`config.mk`:
```
export PLATFORM = sky130hd
export DESIGN_NAME = nec_ir_frame_decoder_flat
export DESIGN_NICKNAME = d
export VERILOG_FILES = /design/src/rtl/nir_pkg.sv /design/src/rtl/nir_channels.sv /design/src/rtl/nec_ir_frame_decoder.sv /design/src/flat_wrapper.sv
export VERILOG_INCLUDE_DIRS = /design/src /design/src/rtl
export SDC_FILE = /design/constraint.sdc
export NUM_CORES = 1
export LEC_CHECK = 0
export BUFFER_PORTS_ARGS = -buffer_cell sky130_fd_sc_hd__buf_2
export CAP_MARGIN = 20
export CORE_MARGIN = 2
export CORE_UTILIZATION = 35
export CTS_CLUSTER_SIZE = 14
export DETAILED_ROUTE_END_ITERATION = 7
export PLACE_DENSITY = 0.56
export SYNTH_ARGS = -nofsm -noshare
export SYNTH_HDL_FRONTEND = slang
export SYNTH_SLANG_ARGS = --single-unit
```
`constraint.sdc`:
```
create_clock -name i_clk -period 3.5 [get_ports i_clk]
set_input_delay 0.525 -clock i_clk [delete_from_list [all_inputs] [get_ports i_clk]]
set_output_delay 0.525 -clock i_clk [all_outputs]
set_load 0.02 [all_outputs]
```
`src/rtl/assert_macros.svh`:
```
// Assertion helpers for the decoder RTL.
`ifndef ASSERT_MACROS_SVH
`define ASSERT_MACROS_SVH

// Same-cycle implication, checked outside reset.
`define NIR_ASSERT_SAME(label, clk, rst_n, ante, cons) \
    label: assert property (@(posedge clk) disable iff (!(rst_n)) (ante) |-> (cons)) \
        else $error("same-cycle check failed");

// Next-cycle implication, checked outside reset.
`define NIR_ASSERT_NEXT(label, clk, rst_n, ante, cons) \
    label: assert property (@(posedge clk) disable iff (!(rst_n)) (ante) |=> (cons)) \
        else $error("next-cycle check failed");

`endif

```
`src/rtl/nir_pkg.sv`:
```
`default_nettype none

package nir_pkg;

    // Field widths.
    localparam int IV_W    = 16;
    localparam int CODE_W  = 32;
    localparam int CMD_W   = 8;
    localparam int PHASE_W = 2;
    localparam int CNT_W   = 6;
    localparam int ADDR_W  = 5;
    localparam int DATA_W  = 32;

    // Reset values of the timing windows, in microseconds.
    localparam logic [IV_W-1:0] LEADER_MIN_RST = 16'd13000;
    localparam logic [IV_W-1:0] LEADER_MAX_RST = 16'd14000;
    localparam logic [IV_W-1:0] BIT_MIN_RST    = 16'd900;
    localparam logic [IV_W-1:0] BIT_MAX_RST    = 16'd2600;
    localparam logic [IV_W-1:0] ONE_SPLIT_RST  = 16'd1750;

    // Last bit position of a frame.
    localparam logic [CNT_W-1:0] LAST_BIT = 6'd31;

    // Register indexes (byte address divided by four).
    typedef enum logic [2:0] {
        REG_LEADER_MIN = 3'd0,
        REG_LEADER_MAX = 3'd1,
        REG_BIT_MIN    = 3'd2,
        REG_BIT_MAX    = 3'd3,
        REG_ONE_SPLIT  = 3'd4
    } t_reg_idx;

endpackage

`default_nettype wire

```
`src/rtl/nir_channels.sv`:
```
`default_nettype none

// Input channel: one edge or timeout event per transfer.
interface nir_in_if;
    logic                         valid;
    logic                         ready;
    logic                         action;
    logic [nir_pkg::IV_W-1:0]     interval_us;

    modport source (output valid, output action, output interval_us, input ready);
    modport sink   (input valid, input action, input interval_us, output ready);
endinterface

// Output channel: one decode result per transfer.
interface nir_out_if;
    logic                          valid;
    logic                          ready;
    logic                          frame_done;
    logic [nir_pkg::CODE_W-1:0]    frame_code;
    logic [nir_pkg::CMD_W-1:0]     command_byte;
    logic                          rejected;
    logic [nir_pkg::PHASE_W-1:0]   phase;

    modport source (output valid, output frame_done, output frame_code,
                    output command_byte, output rejected, output phase, input ready);
    modport sink   (input valid, input frame_done, input frame_code,
                    input command_byte, input rejected, input phase, output ready);
endinterface

`default_nettype wire

```
`src/rtl/nec_ir_frame_decoder.sv`:
```
`default_nettype none
// NEC infrared frame decoder.
// The input channel (i_in) carries one event per transfer: action 0 is a falling
// edge with the microseconds since the previous edge in interval_us, action 1 is
// a timeout of the interval timer. Every input transfer yields exactly one result
// transfer on o_out: frame_done with the 32-bit code and its command byte when the
// thirty-second data bit arrives, rejected when an interval falls outside its
// window, and the decode phase after the event.
// The decode windows are five 16-bit registers on the APB port at byte addresses
// 0, 4, 8, 12 and 16; they must be written only while no event is in flight, which
// the decoder itself does not enforce. An event accepted at one clock edge has its
// result at the output from the next cycle on. Throughput is one event per cycle
// while o_out.ready is high, set by the single output register holding the result.
// When the receiver stalls, the result stays in the output register and one more
// event is taken only in the cycle the waiting result is taken; otherwise i_in.ready
// stays low. A synchronous active-low reset returns the decoder to idle, clears
// the bit counter and code shifter, empties the output register and restores
// the default timing windows.

`include "assert_macros.svh"

module nec_ir_frame_decoder (
    input  wire logic                          i_clk,
    input  wire logic                          i_rst_n,
    nir_in_if.sink                             i_in,
    nir_out_if.source                          o_out,
    input  wire logic                          psel,
    input  wire logic                          penable,
    input  wire logic                          pwrite,
    input  wire logic [nir_pkg::ADDR_W-1:0]    paddr,
    input  wire logic [nir_pkg::DATA_W-1:0]    pwdata,
    output logic      [nir_pkg::DATA_W-1:0]    prdata,
    output logic                               pready
);

    typedef enum logic [nir_pkg::PHASE_W-1:0] {
        PH_IDLE   = 2'd0,
        PH_LEADER = 2'd1,
        PH_DATA   = 2'd2
    } t_phase;

    // Timing window registers.
    logic [nir_pkg::IV_W-1:0]   r_leader_min;
    logic [nir_pkg::IV_W-1:0]   r_leader_max;
    logic [nir_pkg::IV_W-1:0]   r_bit_min;
    logic [nir_pkg::IV_W-1:0]   r_bit_max;
    logic [nir_pkg::IV_W-1:0]   r_one_split;

    // Decoder state.
    t_phase                      r_phase;
    logic [nir_pkg::CNT_W-1:0]   r_bit_count;
    logic [nir_pkg::CODE_W-1:0]  r_code_shift;

    // Output register.
    logic                        r_out_valid;
    logic                        r_out_done;
    logic [nir_pkg::CODE_W-1:0]  r_out_code;
    logic                        r_out_rej;
    t_phase                      r_out_phase;

    t_phase                      n_phase;
    logic [nir_pkg::CNT_W-1:0]   n_bit_count;
    logic [nir_pkg::CODE_W-1:0]  n_code_shift;
    logic                        n_done;
    logic                        n_rej;

    logic                        w_accept;
    logic                        w_cfg_write;
    logic [2:0]                  w_reg_idx;
    logic [nir_pkg::IV_W-1:0]    w_iv;
    logic                        w_leader_ok;
    logic                        w_bit_ok;
    logic                        w_bit_one;
    logic [4:0]                  w_bit_pos;
    logic [nir_pkg::CODE_W-1:0]  w_mask;

    // ---------------------------------------------------------------
    // Configuration port. Writes land at the access phase; reads are
    // combinational and pready is tied high.
    // ---------------------------------------------------------------
    assign pready      = 1'b1;
    assign w_cfg_write = psel && penable && pwrite && pready;
    assign w_reg_idx   = paddr[4:2];

    always_ff @(posedge i_clk) begin
        if (!i_rst_n) begin
            r_leader_min <= nir_pkg::LEADER_MIN_RST;
            r_leader_max <= nir_pkg::LEADER_MAX_RST;
            r_bit_min    <= nir_pkg::BIT_MIN_RST;
            r_bit_max    <= nir_pkg::BIT_MAX_RST;
            r_one_split  <= nir_pkg::ONE_SPLIT_RST;
        end else if (w_cfg_write) begin
            case (w_reg_idx)
                nir_pkg::REG_LEADER_MIN: r_leader_min <= pwdata[nir_pkg::IV_W-1:0];
                nir_pkg::REG_LEADER_MAX: r_leader_max <= pwdata[nir_pkg::IV_W-1:0];
                nir_pkg::REG_BIT_MIN:    r_bit_min    <= pwdata[nir_pkg::IV_W-1:0];
                nir_pkg::REG_BIT_MAX:    r_bit_max    <= pwdata[nir_pkg::IV_W-1:0];
                nir_pkg::REG_ONE_SPLIT:  r_one_split  <= pwdata[nir_pkg::IV_W-1:0];
                default: ;
            endcase
        end
    end

    always_comb begin
        case (w_reg_idx)
            nir_pkg::REG_LEADER_MIN: prdata = {16'd0, r_leader_min};
            nir_pkg::REG_LEADER_MAX: prdata = {16'd0, r_leader_max};
            nir_pkg::REG_BIT_MIN:    prdata = {16'd0, r_bit_min};
            nir_pkg::REG_BIT_MAX:    prdata = {16'd0, r_bit_max};
            nir_pkg::REG_ONE_SPLIT:  prdata = {16'd0, r_one_split};
            default:                 prdata = '0;
        endcase
    end

    // ---------------------------------------------------------------
    // Handshake. A new event is taken whenever the output register is
    // empty or its result leaves in this same cycle.
    // ---------------------------------------------------------------
    assign i_in.ready = !r_out_valid || o_out.ready;
    assign w_accept   = i_in.valid && i_in.ready;

    // ---------------------------------------------------------------
    // Event decode.
    // ---------------------------------------------------------------
    assign w_iv        = i_in.interval_us;
    assign w_leader_ok = (w_iv > r_leader_min) && (w_iv < r_leader_max);
    assign w_bit_ok    = (w_iv >= r_bit_min) && (w_iv <= r_bit_max);
    assign w_bit_one   = w_iv > r_one_split;
    // In the data phase the count is at most 31, so its low five bits
    // inverted give the bit position, first bit in bit 31.
    assign w_bit_pos   = ~r_bit_count[4:0];
    assign w_mask      = nir_pkg::CODE_W'(1) << w_bit_pos;

    always_comb begin
        n_phase      = r_phase;
        n_bit_count  = r_bit_count;
        n_code_shift = r_code_shift;
        n_done       = 1'b0;
        n_rej        = 1'b0;
        if (i_in.action) begin
            // A timeout drops any frame in progress without a rejection.
            n_phase = PH_IDLE;
        end else begin
            case (r_phase)
                PH_LEADER: begin
                    if (w_leader_ok) begin
                        n_phase = PH_DATA;
                    end else begin
                        n_phase = PH_IDLE;
                        n_rej   = 1'b1;
                    end
                end
                PH_DATA: begin
                    if (!w_bit_ok) begin
                        // The bits gathered so far stay in the shifter.
                        n_phase = PH_IDLE;
                        n_rej   = 1'b1;
                    end else begin
                        n_code_shift = w_bit_one ? (r_code_shift | w_mask)
                                                 : (r_code_shift & ~w_mask);
                        n_bit_count  = r_bit_count + 6'd1;
                        if (r_bit_count == nir_pkg::LAST_BIT) begin
                            n_done  = 1'b1;
                            n_phase = PH_IDLE;
                        end
                    end
                end
                default: begin
                    // Idle: the first edge opens a frame and its interval
                    // carries no meaning.
                    n_phase     = PH_LEADER;
                    n_bit_count = '0;
                end
            endcase
        end
    end

    // ---------------------------------------------------------------
    // State and output register.
    // ---------------------------------------------------------------
    always_ff @(posedge i_clk) begin
        if (!i_rst_n) begin
            r_phase      <= PH_IDLE;
            r_bit_count  <= '0;
            r_code_shift <= '0;
            r_out_valid  <= 1'b0;
        end else begin
            if (w_accept) begin
                r_phase      <= n_phase;
                r_bit_count  <= n_bit_count;
                r_code_shift <= n_code_shift;
                r_out_valid  <= 1'b1;
                r_out_done   <= n_done;
                r_out_code   <= n_done ? n_code_shift : '0;
                r_out_rej    <= n_rej;
                r_out_phase  <= n_phase;
            end else if (o_out.ready) begin
                r_out_valid  <= 1'b0;
            end
        end
    end

    assign o_out.valid        = r_out_valid;
    assign o_out.frame_done   = r_out_done;
    assign o_out.frame_code   = r_out_code;
    assign o_out.command_byte = r_out_code[15:8];
    assign o_out.rejected     = r_out_rej;
    assign o_out.phase        = r_out_phase;

    // ---------------------------------------------------------------
    // Checks.
    // ---------------------------------------------------------------
    `NIR_ASSERT_SAME(a_data_count_range, i_clk, i_rst_n,
        r_phase == PH_DATA, r_bit_count <= nir_pkg::LAST_BIT)
    `NIR_ASSERT_NEXT(a_bit_advances, i_clk, i_rst_n,
        w_accept && !i_in.action && r_phase == PH_DATA && w_bit_ok,
        r_bit_count == $past(r_bit_count) + 6'd1)
    `NIR_ASSERT_SAME(a_code_only_when_done, i_clk, i_rst_n,
        r_out_valid && !r_out_done, r_out_code == '0)
    `NIR_ASSERT_SAME(a_done_goes_idle, i_clk, i_rst_n,
        r_out_valid && r_out_done, r_out_phase == PH_IDLE && !r_out_rej)

endmodule

`default_nettype wire

```
`src/flat_wrapper.sv`:
```
// flat-port wrapper written by rule: the top's interface ports become plain ports
module nec_ir_frame_decoder_flat 
  (i_clk, i_rst_n, psel, penable, pwrite, paddr, pwdata, prdata, pready, i_in_valid, i_in_action, i_in_interval_us, i_in_ready, o_out_valid, o_out_frame_done, o_out_frame_code, o_out_command_byte, o_out_rejected, o_out_phase, o_out_ready);
  nir_in_if i_in_i ();
  nir_out_if o_out_i ();
  input  wire logic i_clk;
  input  wire logic i_rst_n;
  input  wire logic psel;
  input  wire logic penable;
  input  wire logic pwrite;
  input  wire logic [nir_pkg::ADDR_W-1:0] paddr;
  input  wire logic [nir_pkg::DATA_W-1:0] pwdata;
  output logic      [nir_pkg::DATA_W-1:0] prdata;
  output logic pready;
  input wire logic [$bits(i_in_i.valid)-1:0] i_in_valid;
  input wire logic [$bits(i_in_i.action)-1:0] i_in_action;
  input wire logic [$bits(i_in_i.interval_us)-1:0] i_in_interval_us;
  output wire logic [$bits(i_in_i.ready)-1:0] i_in_ready;
  output wire logic [$bits(o_out_i.valid)-1:0] o_out_valid;
  output wire logic [$bits(o_out_i.frame_done)-1:0] o_out_frame_done;
  output wire logic [$bits(o_out_i.frame_code)-1:0] o_out_frame_code;
  output wire logic [$bits(o_out_i.command_byte)-1:0] o_out_command_byte;
  output wire logic [$bits(o_out_i.rejected)-1:0] o_out_rejected;
  output wire logic [$bits(o_out_i.phase)-1:0] o_out_phase;
  input wire logic [$bits(o_out_i.ready)-1:0] o_out_ready;
  assign i_in_i.valid = i_in_valid;
  assign i_in_i.action = i_in_action;
  assign i_in_i.interval_us = i_in_interval_us;
  assign i_in_ready = i_in_i.ready;
  assign o_out_valid = o_out_i.valid;
  assign o_out_frame_done = o_out_i.frame_done;
  assign o_out_frame_code = o_out_i.frame_code;
  assign o_out_command_byte = o_out_i.command_byte;
  assign o_out_rejected = o_out_i.rejected;
  assign o_out_phase = o_out_i.phase;
  assign o_out_i.ready = o_out_ready;
  nec_ir_frame_decoder u_core (.i_clk(i_clk), .i_rst_n(i_rst_n), .i_in(i_in_i), .o_out(o_out_i), .psel(psel), .penable(penable), .pwrite(pwrite), .paddr(paddr), .pwdata(pwdata), .prdata(prdata), .pready(pready));
endmodule
```
# Word level (Yosys, flattened, before mapping)
# Cells that the tools add are included.
# W data, S select, Z words.
[totals] register_bits=157 latch_bits=0 ram_bits=0 romBits=0 input_bits=61 elab_cells=71 n_memories=0
[op_classes] addsub=1 multipliers=0 div_mod_pow=0 order_cmp=5 eq_ne=8 shifts=1 mux=21 bitwise=6 n_reduce_logical=16
[op_table] cell="$mux W32" n=4
[op_table] cell="$pmux W16 S5" n=1
[op_table] cell="$and A32 B32 Y32" n=1
[op_table] cell="$gt A16 B16 Y1" n=2
[op_table] cell="$not A32 Y32" n=1
[op_table] cell="$or A32 B32 Y32" n=1
[op_table] cell="$shl A1 B5 Y32 const A" n=1
[op_table] cell="$ge A16 B16 Y1" n=1
[op_table] cell="$le A16 B16 Y1" n=1
[op_table] cell="$lt A16 B16 Y1" n=1
[op_table] cell="$pmux W6 S2" n=1
[op_table] cell="$reduce_and A2 Y1" n=6
[op_table] cell="$mux W1" n=8
[op_table] cell="$mux W2" n=4
[op_table] cell="$add A6 B1 Y6 const B" n=1
[op_table] cell="$eq A3 B2 Y1 const B" n=2
[op_table] cell="$eq A6 B5 Y1 const B" n=1
[op_table] cell="$mux W6" n=1
[op_table] cell="$logic_and A1 B1 Y1" n=5
[op_table] cell="$not A5 Y5" n=1
[op_table] cell="$pmux W2 S2" n=1
[op_table] cell="$reduce_and A4 Y1" n=1
[op_table] cell="$eq A3 B1 Y1 const B" n=1
[op_table] cell="$eq A3 B3 Y1 const B" n=1
[op_table] cell="9 further kinds" n=10

# Depth between registers and ports, before layout
# Gate-level depths: netlist of run 1.
[depth] depth_word=8 depth_mapped=13

# Least setup slack after synthesis of run 1
# Ideal clock, no wire load.
[synth_path] path_type="input -> register" startpoint="input port o_out_ready" endpoint="register u_core.r_out_code (netlist bit u_core.o_out.frame_code[0]) (enable)" setup_ns=0.429 t_arrival_ns=2.741 setup_slack_ns=0.330 path_stages=4 path_buffers=1 cell_sequence="nand2b_1 nand2_1 clkbuf_1 nor2_1"
[synth_via] elab_chain_cells=3
[synth_lines] item="from (decl)" line_no="flat_wrapper.sv:25" source="input wire logic [$bits(o_out_i.ready)-1:0] o_out_ready;"
[synth_lines] item="$logic_or A1 B1 Y1" line_no="nec_ir_frame_decoder.sv:119" source="assign i_in.ready = !r_out_valid || o_out.ready;"
[synth_lines] item="$logic_and A1 B1 Y1" line_no="nec_ir_frame_decoder.sv:120" source="assign w_accept = i_in.valid && i_in.ready;"
[synth_lines] item="$reduce_and A2 Y1 (no source line)"
[synth_lines] item="to (signal assigned)" line_no="nec_ir_frame_decoder.sv:194" source="r_out_code <= n_done ? n_code_shift : '0;"
[synth_lines] item="to (decl)" line_no="nec_ir_frame_decoder.sv:57" source="logic [nir_pkg::CODE_W-1:0] r_out_code;"
# Every way passes these cells.
# A chain may end at the register's enable or synchronous reset.

# Worst setup path after layout of run 1
[layout_path] startpoint="register u_core.r_bit_min[15] in the netlist's numbering" endpoint="register u_core.r_bit_count[4] in the netlist's numbering"
[layout_via] elab_chain_cells=4
[layout_lines] item="from (decl)" line_no="nec_ir_frame_decoder.sv:45" source="logic [nir_pkg::IV_W-1:0] r_bit_min;"
[layout_lines] item="from (signal assigned)" line_no="nec_ir_frame_decoder.sv:89" source="r_bit_min <= nir_pkg::BIT_MIN_RST;"
[layout_lines] item="from (signal assigned)" line_no="nec_ir_frame_decoder.sv:96" source="nir_pkg::REG_BIT_MIN: r_bit_min <= pwdata[nir_pkg::IV_W-1:0];"
[layout_lines] item="$ge A16 B16 Y1" line_no="nec_ir_frame_decoder.sv:127" source="assign w_bit_ok = (w_iv >= r_bit_min) && (w_iv <= r_bit_max);"
[layout_lines] item="$logic_and A1 B1 Y1" line_no="nec_ir_frame_decoder.sv:127"
[layout_lines] item="$ne A2 B1 Y1 (no source line)"
[layout_lines] item="$reduce_and A4 Y1 (no source line)"
[layout_lines] item="to (signal assigned)" line_no="nec_ir_frame_decoder.sv:190" source="r_bit_count <= n_bit_count;"
[layout_lines] item="to (decl)" line_no="nec_ir_frame_decoder.sv:51" source="logic [nir_pkg::CNT_W-1:0] r_bit_count;"
# Every way passes these cells.

==> summary.md, run 1 <==
| Metric | Value |
|---|---|
| Antenna-violating nets left | `0` |
| Worst EP required | `slightly below 4 ns` |
| Ys async rst share | `0%` |
| Total track usage | `20.2%` |
| Overflow after GRT | `0` |
| Vias in the first global route | `between 8k and 9k` |
| Worst hold path type | `primary input to flop` |
| Period minus WS final | `between 3 and 4 ns` |
| Post-cts hold buffer count | `0` |
| Period utilization | `around 87%` |
| Iter 0 DRT Violations | `approximately 660` |
| Final setup vio count | `0` |
| Worst Setup Path Type | `flop to flop` |
| Cells after Synth | `1174` |
| Status | `finished, final reports clean` |
| Power Dens Cells | `~390 nW/um2` |
| WL final | `28800 um` |
| Number of H-tree levels | `4` |
| IO buf count | `about 100` |
| Mean Syn Cell Area | `between 8 and 9 um2` |
| CP Launch Type | `flop` |
| Pre-antenna DRT Iters | `5` |
| Max-slew violations | `0` |
| Relative slew slack | `45.7%` |
| Register area share after synthesis | `approximately 37%` |
| CTS resizes | `0` |
| Initial antenna violation count | `4` |
| Site Rows | `60` |
| Vias/cell | `roughly 5.4` |
| Worst Tran Pin Value | `approximately 0.81 ns` |
| Layout area overhead | `15.7%` |
| Fill cells | `approximately 2.7k` |
| Largest net degree at the start of global routing | `61` |
| Peak supply drop | `between 200 and 250 uV` |
| Final instance area | `~11000 um2` |
| Commonest non-fill, non-tap cell in the layout | `nand2_1` |
| TritonCTS clock tree | `done` |
| Initial Utilization | `a little over a third` |
| Register bit total from synthesis | `~160` |
| Yosys cell types | `57` |
| Drt drc | `0` |
| Crit path arrival time | `between 3 and 4 ns` |
| Clock sink total | `~160` |
| Setup tns final | `0 ns` |
| Clk slew on worst S/H paths | `~0.08 ns` |
| Share of layout cells above drive strength 1 | `roughly 15%` |
| Max Cap Viol | `0` |
| Ys flop type | `dfxtp_1` |
| Placed Area | `about 10000 um2` |
| Busiest grt layer | `met2` |
| Post-synthesis cell area | `roughly 9400 um2` |
| FMAX | `around 0.33 GHz` |
| Top-area cell type share of the netlist area | `25.7%` |
| Top Ports | `140` |
| NumNets Final | `~1.4k` |
| Pleak | `between 4 and 5 nW` |
| Wire per inst | `roughly 18 um` |
| DR vias | `slightly below 9k` |
| EDFF count, synth | `36` |
| First-pass GRT wire length | `approximately 44000 um` |
| Die W | `about 170 um` |
| M1 GR Usage | `between 20% and 30%` |
| Max Root-Sink Buffers | `2` |
| Critical path peak fanout | `29` |
| Root Buffer | `clkbuf_16` |
| Worst skew pair latency | `between 0.4 and 0.5 ns` |
| Num CTS Buffers | `17` |
| CP Capture Type | `flop` |
| YS warnings | `0` |
| Die area | `approximately 28000 um2` |
| Core Region | `26700 um2` |
| Met2 Use GR | `between 30% and 40%` |
| Most frequent cells in the layout | `nand2_1, a21oi_1, dfxtp_1, buf_2, inv_1` |
| Overall power after layout | `~4.3 mW` |
| Worst Skew | `0.0208 ns` |
| Met3 usage | `under 10%` |
| Setup repair bufs after CTS | `0` |
| Chip height | `~170 um` |
| Top post-synthesis cells by area | `dfxtp_1, ha_1, edfxtp_1, a21oi_1, nand2_1` |
| Hold Fails Final Rpt | `0` |
| DP HPWL | `roughly 21000 um` |
| Cell taking the most area after synthesis | `dfxtp_1` |
| RSZ-0062 raised after global routing | `false` |
| Final GP Congestion | `approximately 0.86` |
area by class of cell:
cell class              count  area (um2)  area share (%)
multi-input cells         839        5150            47.3
flip-flops and latches    157        3500            32.2
repair buffers            140         828            7.61
well taps                 341         427            3.92
clock buffers              17         425            3.91
inverters                  93         349            3.21
clock inverters            15         193            1.77
diodes                      2        5.00          0.0460
worst paths after layout:
path | cells after the start | startpoint | to | slack, ns
hold reg to reg | 2 | u_core.r_bit_min[14]$_SDFFE_PN0P_ | u_core.r_bit_min[14]$_SDFFE_PN0P_ | 0.46
setup reg to reg | 11 | u_core.r_bit_min[15]$_SDFFE_PN0P_ | u_core.r_bit_count[4]$_SDFFE_PN0P_ | 0.47
setup / recovery | 11 | u_core.r_bit_min[15]$_SDFFE_PN0P_ | u_core.r_bit_count[4]$_SDFFE_PN0P_ | 0.47
hold / removal | 3 | i_in_valid | u_core.o_out.valid$_SDFFE_PN0P_ | 0.34
critical path, stage by stage (launching register included):
cell and delay, ns:
dfxtp_1 0.37, inv_1 0.06, ha_1 0.31, nand4_1 0.16, nor3_1 0.45, o21ai_0 0.23
nand3_1 0.23, buf_4 0.21, o21ai_2 0.09, buf_12 0.18, or4_1 0.50, a31oi_1 0.18
kinds of logic (layout without fill, tap and decap cells):
group,after synthesis,in the layout,synth area share [%]
other cells,2,19,0.0798
flops,157,157,37.2
mux,19,19,2.02
compound gates,324,324,20.8
simple gates,392,392,19.4
fa+ha+maj,87,87,11.6
buf+inv,193,265,8.94
per-layer routing:
metal,wire [um],vias up
li1,-,4290
met1,13400,4111
met2,13400,240
met3,1500,35
met4,445,4
met5,31,-
cell usage after synthesis (10+ instances only):
library cell  instances
a22oi_1              16
nor3_1               15
inv_1                91
ha_1                 87
o22ai_1              16
buf_4                27
nand2_1             191
o31ai_1              16
and3_1               10
nand3_1              36
buf_2                11
nand2b_1             10
o21ai_0              49
nand4_1              53
a21oi_1             151
edfxtp_1             36
mux2i_1              19
nor2_1               45
nor2b_1              12
clkbuf_1             60
o211ai_1             33
dfxtp_1             121
per-stage QoR:
stage                     hold slack (ns)  setup slack [ns]  cells  utilization (%)
after global placement              0.445             0.262   1570             38.5
after CTS                           0.321             0.478   1602             40.8
after global routing                0.360             0.351   1603             40.8
final                               0.336             0.467   1604             40.8
after floorplan                     0.436             0.330   1189                -
after detailed placement            0.451             0.223   1570             38.5
flip-flops by register name, summed over array words and instances, names as in the netlist:
name and flops:
u_core.o_out.frame_code 32, u_core.r_code_shift 32, u_core.r_bit_max 16, u_core.r_bit_min 16, u_core.r_leader_max 16, u_core.r_leader_min 16, u_core.r_one_split 16, u_core.r_bit_count 6
u_core.o_out.phase 2, u_core.r_phase 2, u_core.o_out.frame_done 1, u_core.o_out.rejected 1, u_core.o_out.valid 1
power by group:
| group | leakage, nW | switching (mW) | internal [mW] |
|---|---|---|---|
| sequential | 1.29 | 0.0115 | 1.88 |
| clock | 0.296 | 0.939 | 0.976 |
| combinational | 2.50 | 0.339 | 0.151 |
No activity file was read; power rests on OpenSTA's default activity.
==> inputs of run 2 (changes only) <==
RECOVER_POWER = 50   (was default)
clock period = 3.2 ns   (was 3.5 ns; I/O delays follow)
==> run 2 against run 1 <==
  * Maximum frequency grew 1.5%
  * Die area is the same
  * Highest routed layer is now met4
  * Flip-flop and latch count is the same
  * Hold slack lost 0.025 ns
  * Sequential share of layout area shrank 0.096 points
  * Wire length shrank 0.19%
  * Clock power grew 10%
  * Design area grew 0.30%
  * Largest power group unchanged
==> summary.md, run 2 (synthesized netlist as in run 1, its figures left out) <==
| Metric | Value |
|---|---|
| Status | `finished, final reports clean` |
| Vias/cell | `5.37 (-0.73%)` |
| Layout area overhead | `16.0%` |
| CP Capture Type | `flop` |
| Peak supply drop | `249 uV (+0.77%)` |
| Top Ports | `140 (unchanged)` |
| Setup crit end | `u_core.r_code_shift[25]$_SDFFE_PN0P_` |
| Commonest non-fill, non-tap cell in the layout | `nand2_1` |
| CTS resizes | `0 (unchanged)` |
| Critical path peak fanout | `12 (-59%)` |
| Max Root-Sink Buffers | `2 (unchanged)` |
| Number of H-tree levels | `4 (unchanged)` |
| DP HPWL | `20500 um (-0.37%)` |
| Post-cts hold buffer count | `0 (unchanged)` |
| Power Dens Cells | `433 nW/um2 (+9.7%)` |
| Most frequent cells in the layout | `nand2_1, a21oi_1, dfxtp_1, inv_1, ha_1` |
| Largest net degree at the start of global routing | `65 (+6.6%)` |
| Max-slew violations | `0 (unchanged)` |
| R2R Setup Slk | `0.21 ns (-0.26 ns)` |
| TritonCTS clock tree | `done` |
| Chip height | `168 um (unchanged)` |
| Drt drc | `0 (unchanged)` |
| Max Cap Viol | `0 (unchanged)` |
| Period minus WS final | `2.99 ns (-0.0438 ns)` |
| NumNets Final | `1410 (+1.0%)` |
| Die area | `28200 um2 (unchanged)` |
| Iter 0 DRT Violations | `696 (+5.0%)` |
| Pre-antenna DRT Iters | `5 (unchanged)` |
| Worst Skew | `0.0147 ns (-0.00617 ns)` |
| Pleak | `4.03 nW (-1.5%)` |
| Core Region | `26700 um2 (unchanged)` |
| Wire per inst | `17.8 um (-0.94%)` |
| Relative slew slack | `16.7% (-29 points)` |
| Worst EP required | `3.55 ns (-0.31 ns)` |
| R2r worst-path depth | `10 (-1)` |
| WL final | `28700 um (-0.19%)` |
| Worst R2R End | `u_core.r_code_shift[25]$_SDFFE_PN0P_` |
| Launching point of the worst reg2reg path | `u_core.r_bit_max[13]$_SDFFE_PN0P_` |
| Share of layout cells above drive strength 1 | `11.3% (-3.2 points)` |
| Clk slew on worst S/H paths | `0.08 ns (about the same)` |
| Site Rows | `60 (unchanged)` |
| Vias in the first global route | `8269 (+1.5%)` |
| Worst skew pair latency | `0.44 ns (about the same)` |
| Clock sink total | `157 (unchanged)` |
| Worst Tran Pin Value | `1.25 ns (+0.437 ns)` |
| First-pass GRT wire length | `45400 um (+2.0%)` |
| Busiest grt layer | `met2` |
| # diodes | `0 (-2)` |
| DR vias | `8681 (+0.012%)` |
| Crit path arrival time | `3.34 ns (-0.06 ns)` |
| IO buf count | `104 (unchanged)` |
| Initial antenna violation count | `0 (-4)` |
| Initial Utilization | `35.3% (unchanged)` |
| Antenna-violating nets left | `0 (unchanged)` |
| Die W | `168 um (unchanged)` |
| Total track usage | `20.5% (+0.23 points)` |
| Worst Setup Path Type | `flop to flop` |
| Crit path launch | `u_core.r_bit_max[13]$_SDFFE_PN0P_` |
| Met2 Use GR | `33.8% (-0.23 points)` |
| Final GP Congestion | `0.878 (+1.9%)` |
| Setup repair bufs after CTS | `0 (unchanged)` |
| FMAX | `0.335 GHz (+1.5%)` |
| Worst hold path type | `primary input to flop` |
| M1 GR Usage | `28.0% (+1.3 points)` |
| RSZ-0062 raised after global routing | `false` |
| Hold Fails Final Rpt | `0 (unchanged)` |
| WHS | `0.312 ns (-0.0247 ns)` |
| Num CTS Buffers | `17 (unchanged)` |
| Overall power after layout | `4.73 mW (+10%)` |
| CP Launch Type | `flop` |
| Met3 usage | `2.84% (-0.82 points)` |
| Final setup vio count | `0 (unchanged)` |
| Overflow after GRT | `0 (unchanged)` |
| Period utilization | `93.4% (+6.8 points)` |
| Root Buffer | `clkbuf_16` |
[run 2: cell types whose count changed in the layout (fill, tap and decap cells not counted), sizes merged]
cell	delta
clkinvlp	+2
diode	-2
bufinv	+1
buf	-38
clkbuf	+52
clkinv	-3
[run 2: worst min-delay path by stage]
stage | startpoint | to | slack [ns] | cells past startpoint
final | i_in_valid | u_core.o_out.valid$_SDFFE_PN0P_ | 0.31 | 3
after global routing | i_in_valid | u_core.o_out.valid$_SDFFE_PN0P_ | 0.30 | 3
after CTS | i_in_valid | u_core.o_out.valid$_SDFFE_PN0P_ | 0.29 | 3
after detailed placement | u_core.r_code_shift[12]$_SDFFE_PN0P_ | u_core.r_code_shift[12]$_SDFFE_PN0P_ | 0.45 | 2
after global placement | u_core.r_bit_min[14]$_SDFFE_PN0P_ | u_core.r_bit_min[14]$_SDFFE_PN0P_ | 0.45 | 2
after floorplan | u_core.r_bit_min[14]$_SDFFE_PN0P_ | u_core.r_bit_min[14]$_SDFFE_PN0P_ | 0.44 | 2
[run 2: cell type report]
type                    count  area, um2
well taps                 341        427
fillers                  2787      15700
multi-input cells         839       5150
inverters                  93        349
clock buffers              17        425
clock inverters            15        194
flip-flops and latches    157       3500
repair buffers            154        870
[run 2: per-layer routing]
metal / part of all wire [%] / vias up
met4: 1.8 / 0
li1: - / 4313
met5: 0 / -
met1: 47 / 4074
met2: 47 / 260
met3: 4.8 / 34
[run 2: power breakdown]
group / internal, mW / total (mW) / switching, mW / leakage (nW)
logic: 0.165 / 0.540 / 0.375 / 2.44
registers: 2.05 / 2.07 / 0.0133 / 1.29
clock network: 1.13 / 2.12 / 0.987 / 0.292
total: 3.35 / 4.73 / 1.38 / 4.03
[run 2: per-stage QoR]
step	std cells	setup TNS [ns]	area (um2)	worst slack, ns	util, %
global placement	1584	0	10400	0.0246	38.9
detailed placement	1584	-0.0176	10400	-0.0139	38.9
finish	1616	0	10900	0.211	41.0
floorplan	1189	0	9460	0.0746	-
global route	1616	0	10900	0.0744	41.0
CTS	1616	0	11000	0.236	41.3
[run 2: worst max-delay path, stage by stage, from the launching register on]
cell and delay [ns]:
dfxtp_1 0.39, inv_1 0.06, ha_1 0.29, nand4_1 0.18, or4_4 0.61, nor3_4 0.41, o21a_1 0.26, buf_4 0.22
buf_4 0.21, nand4_1 0.09, a21oi_1 0.19
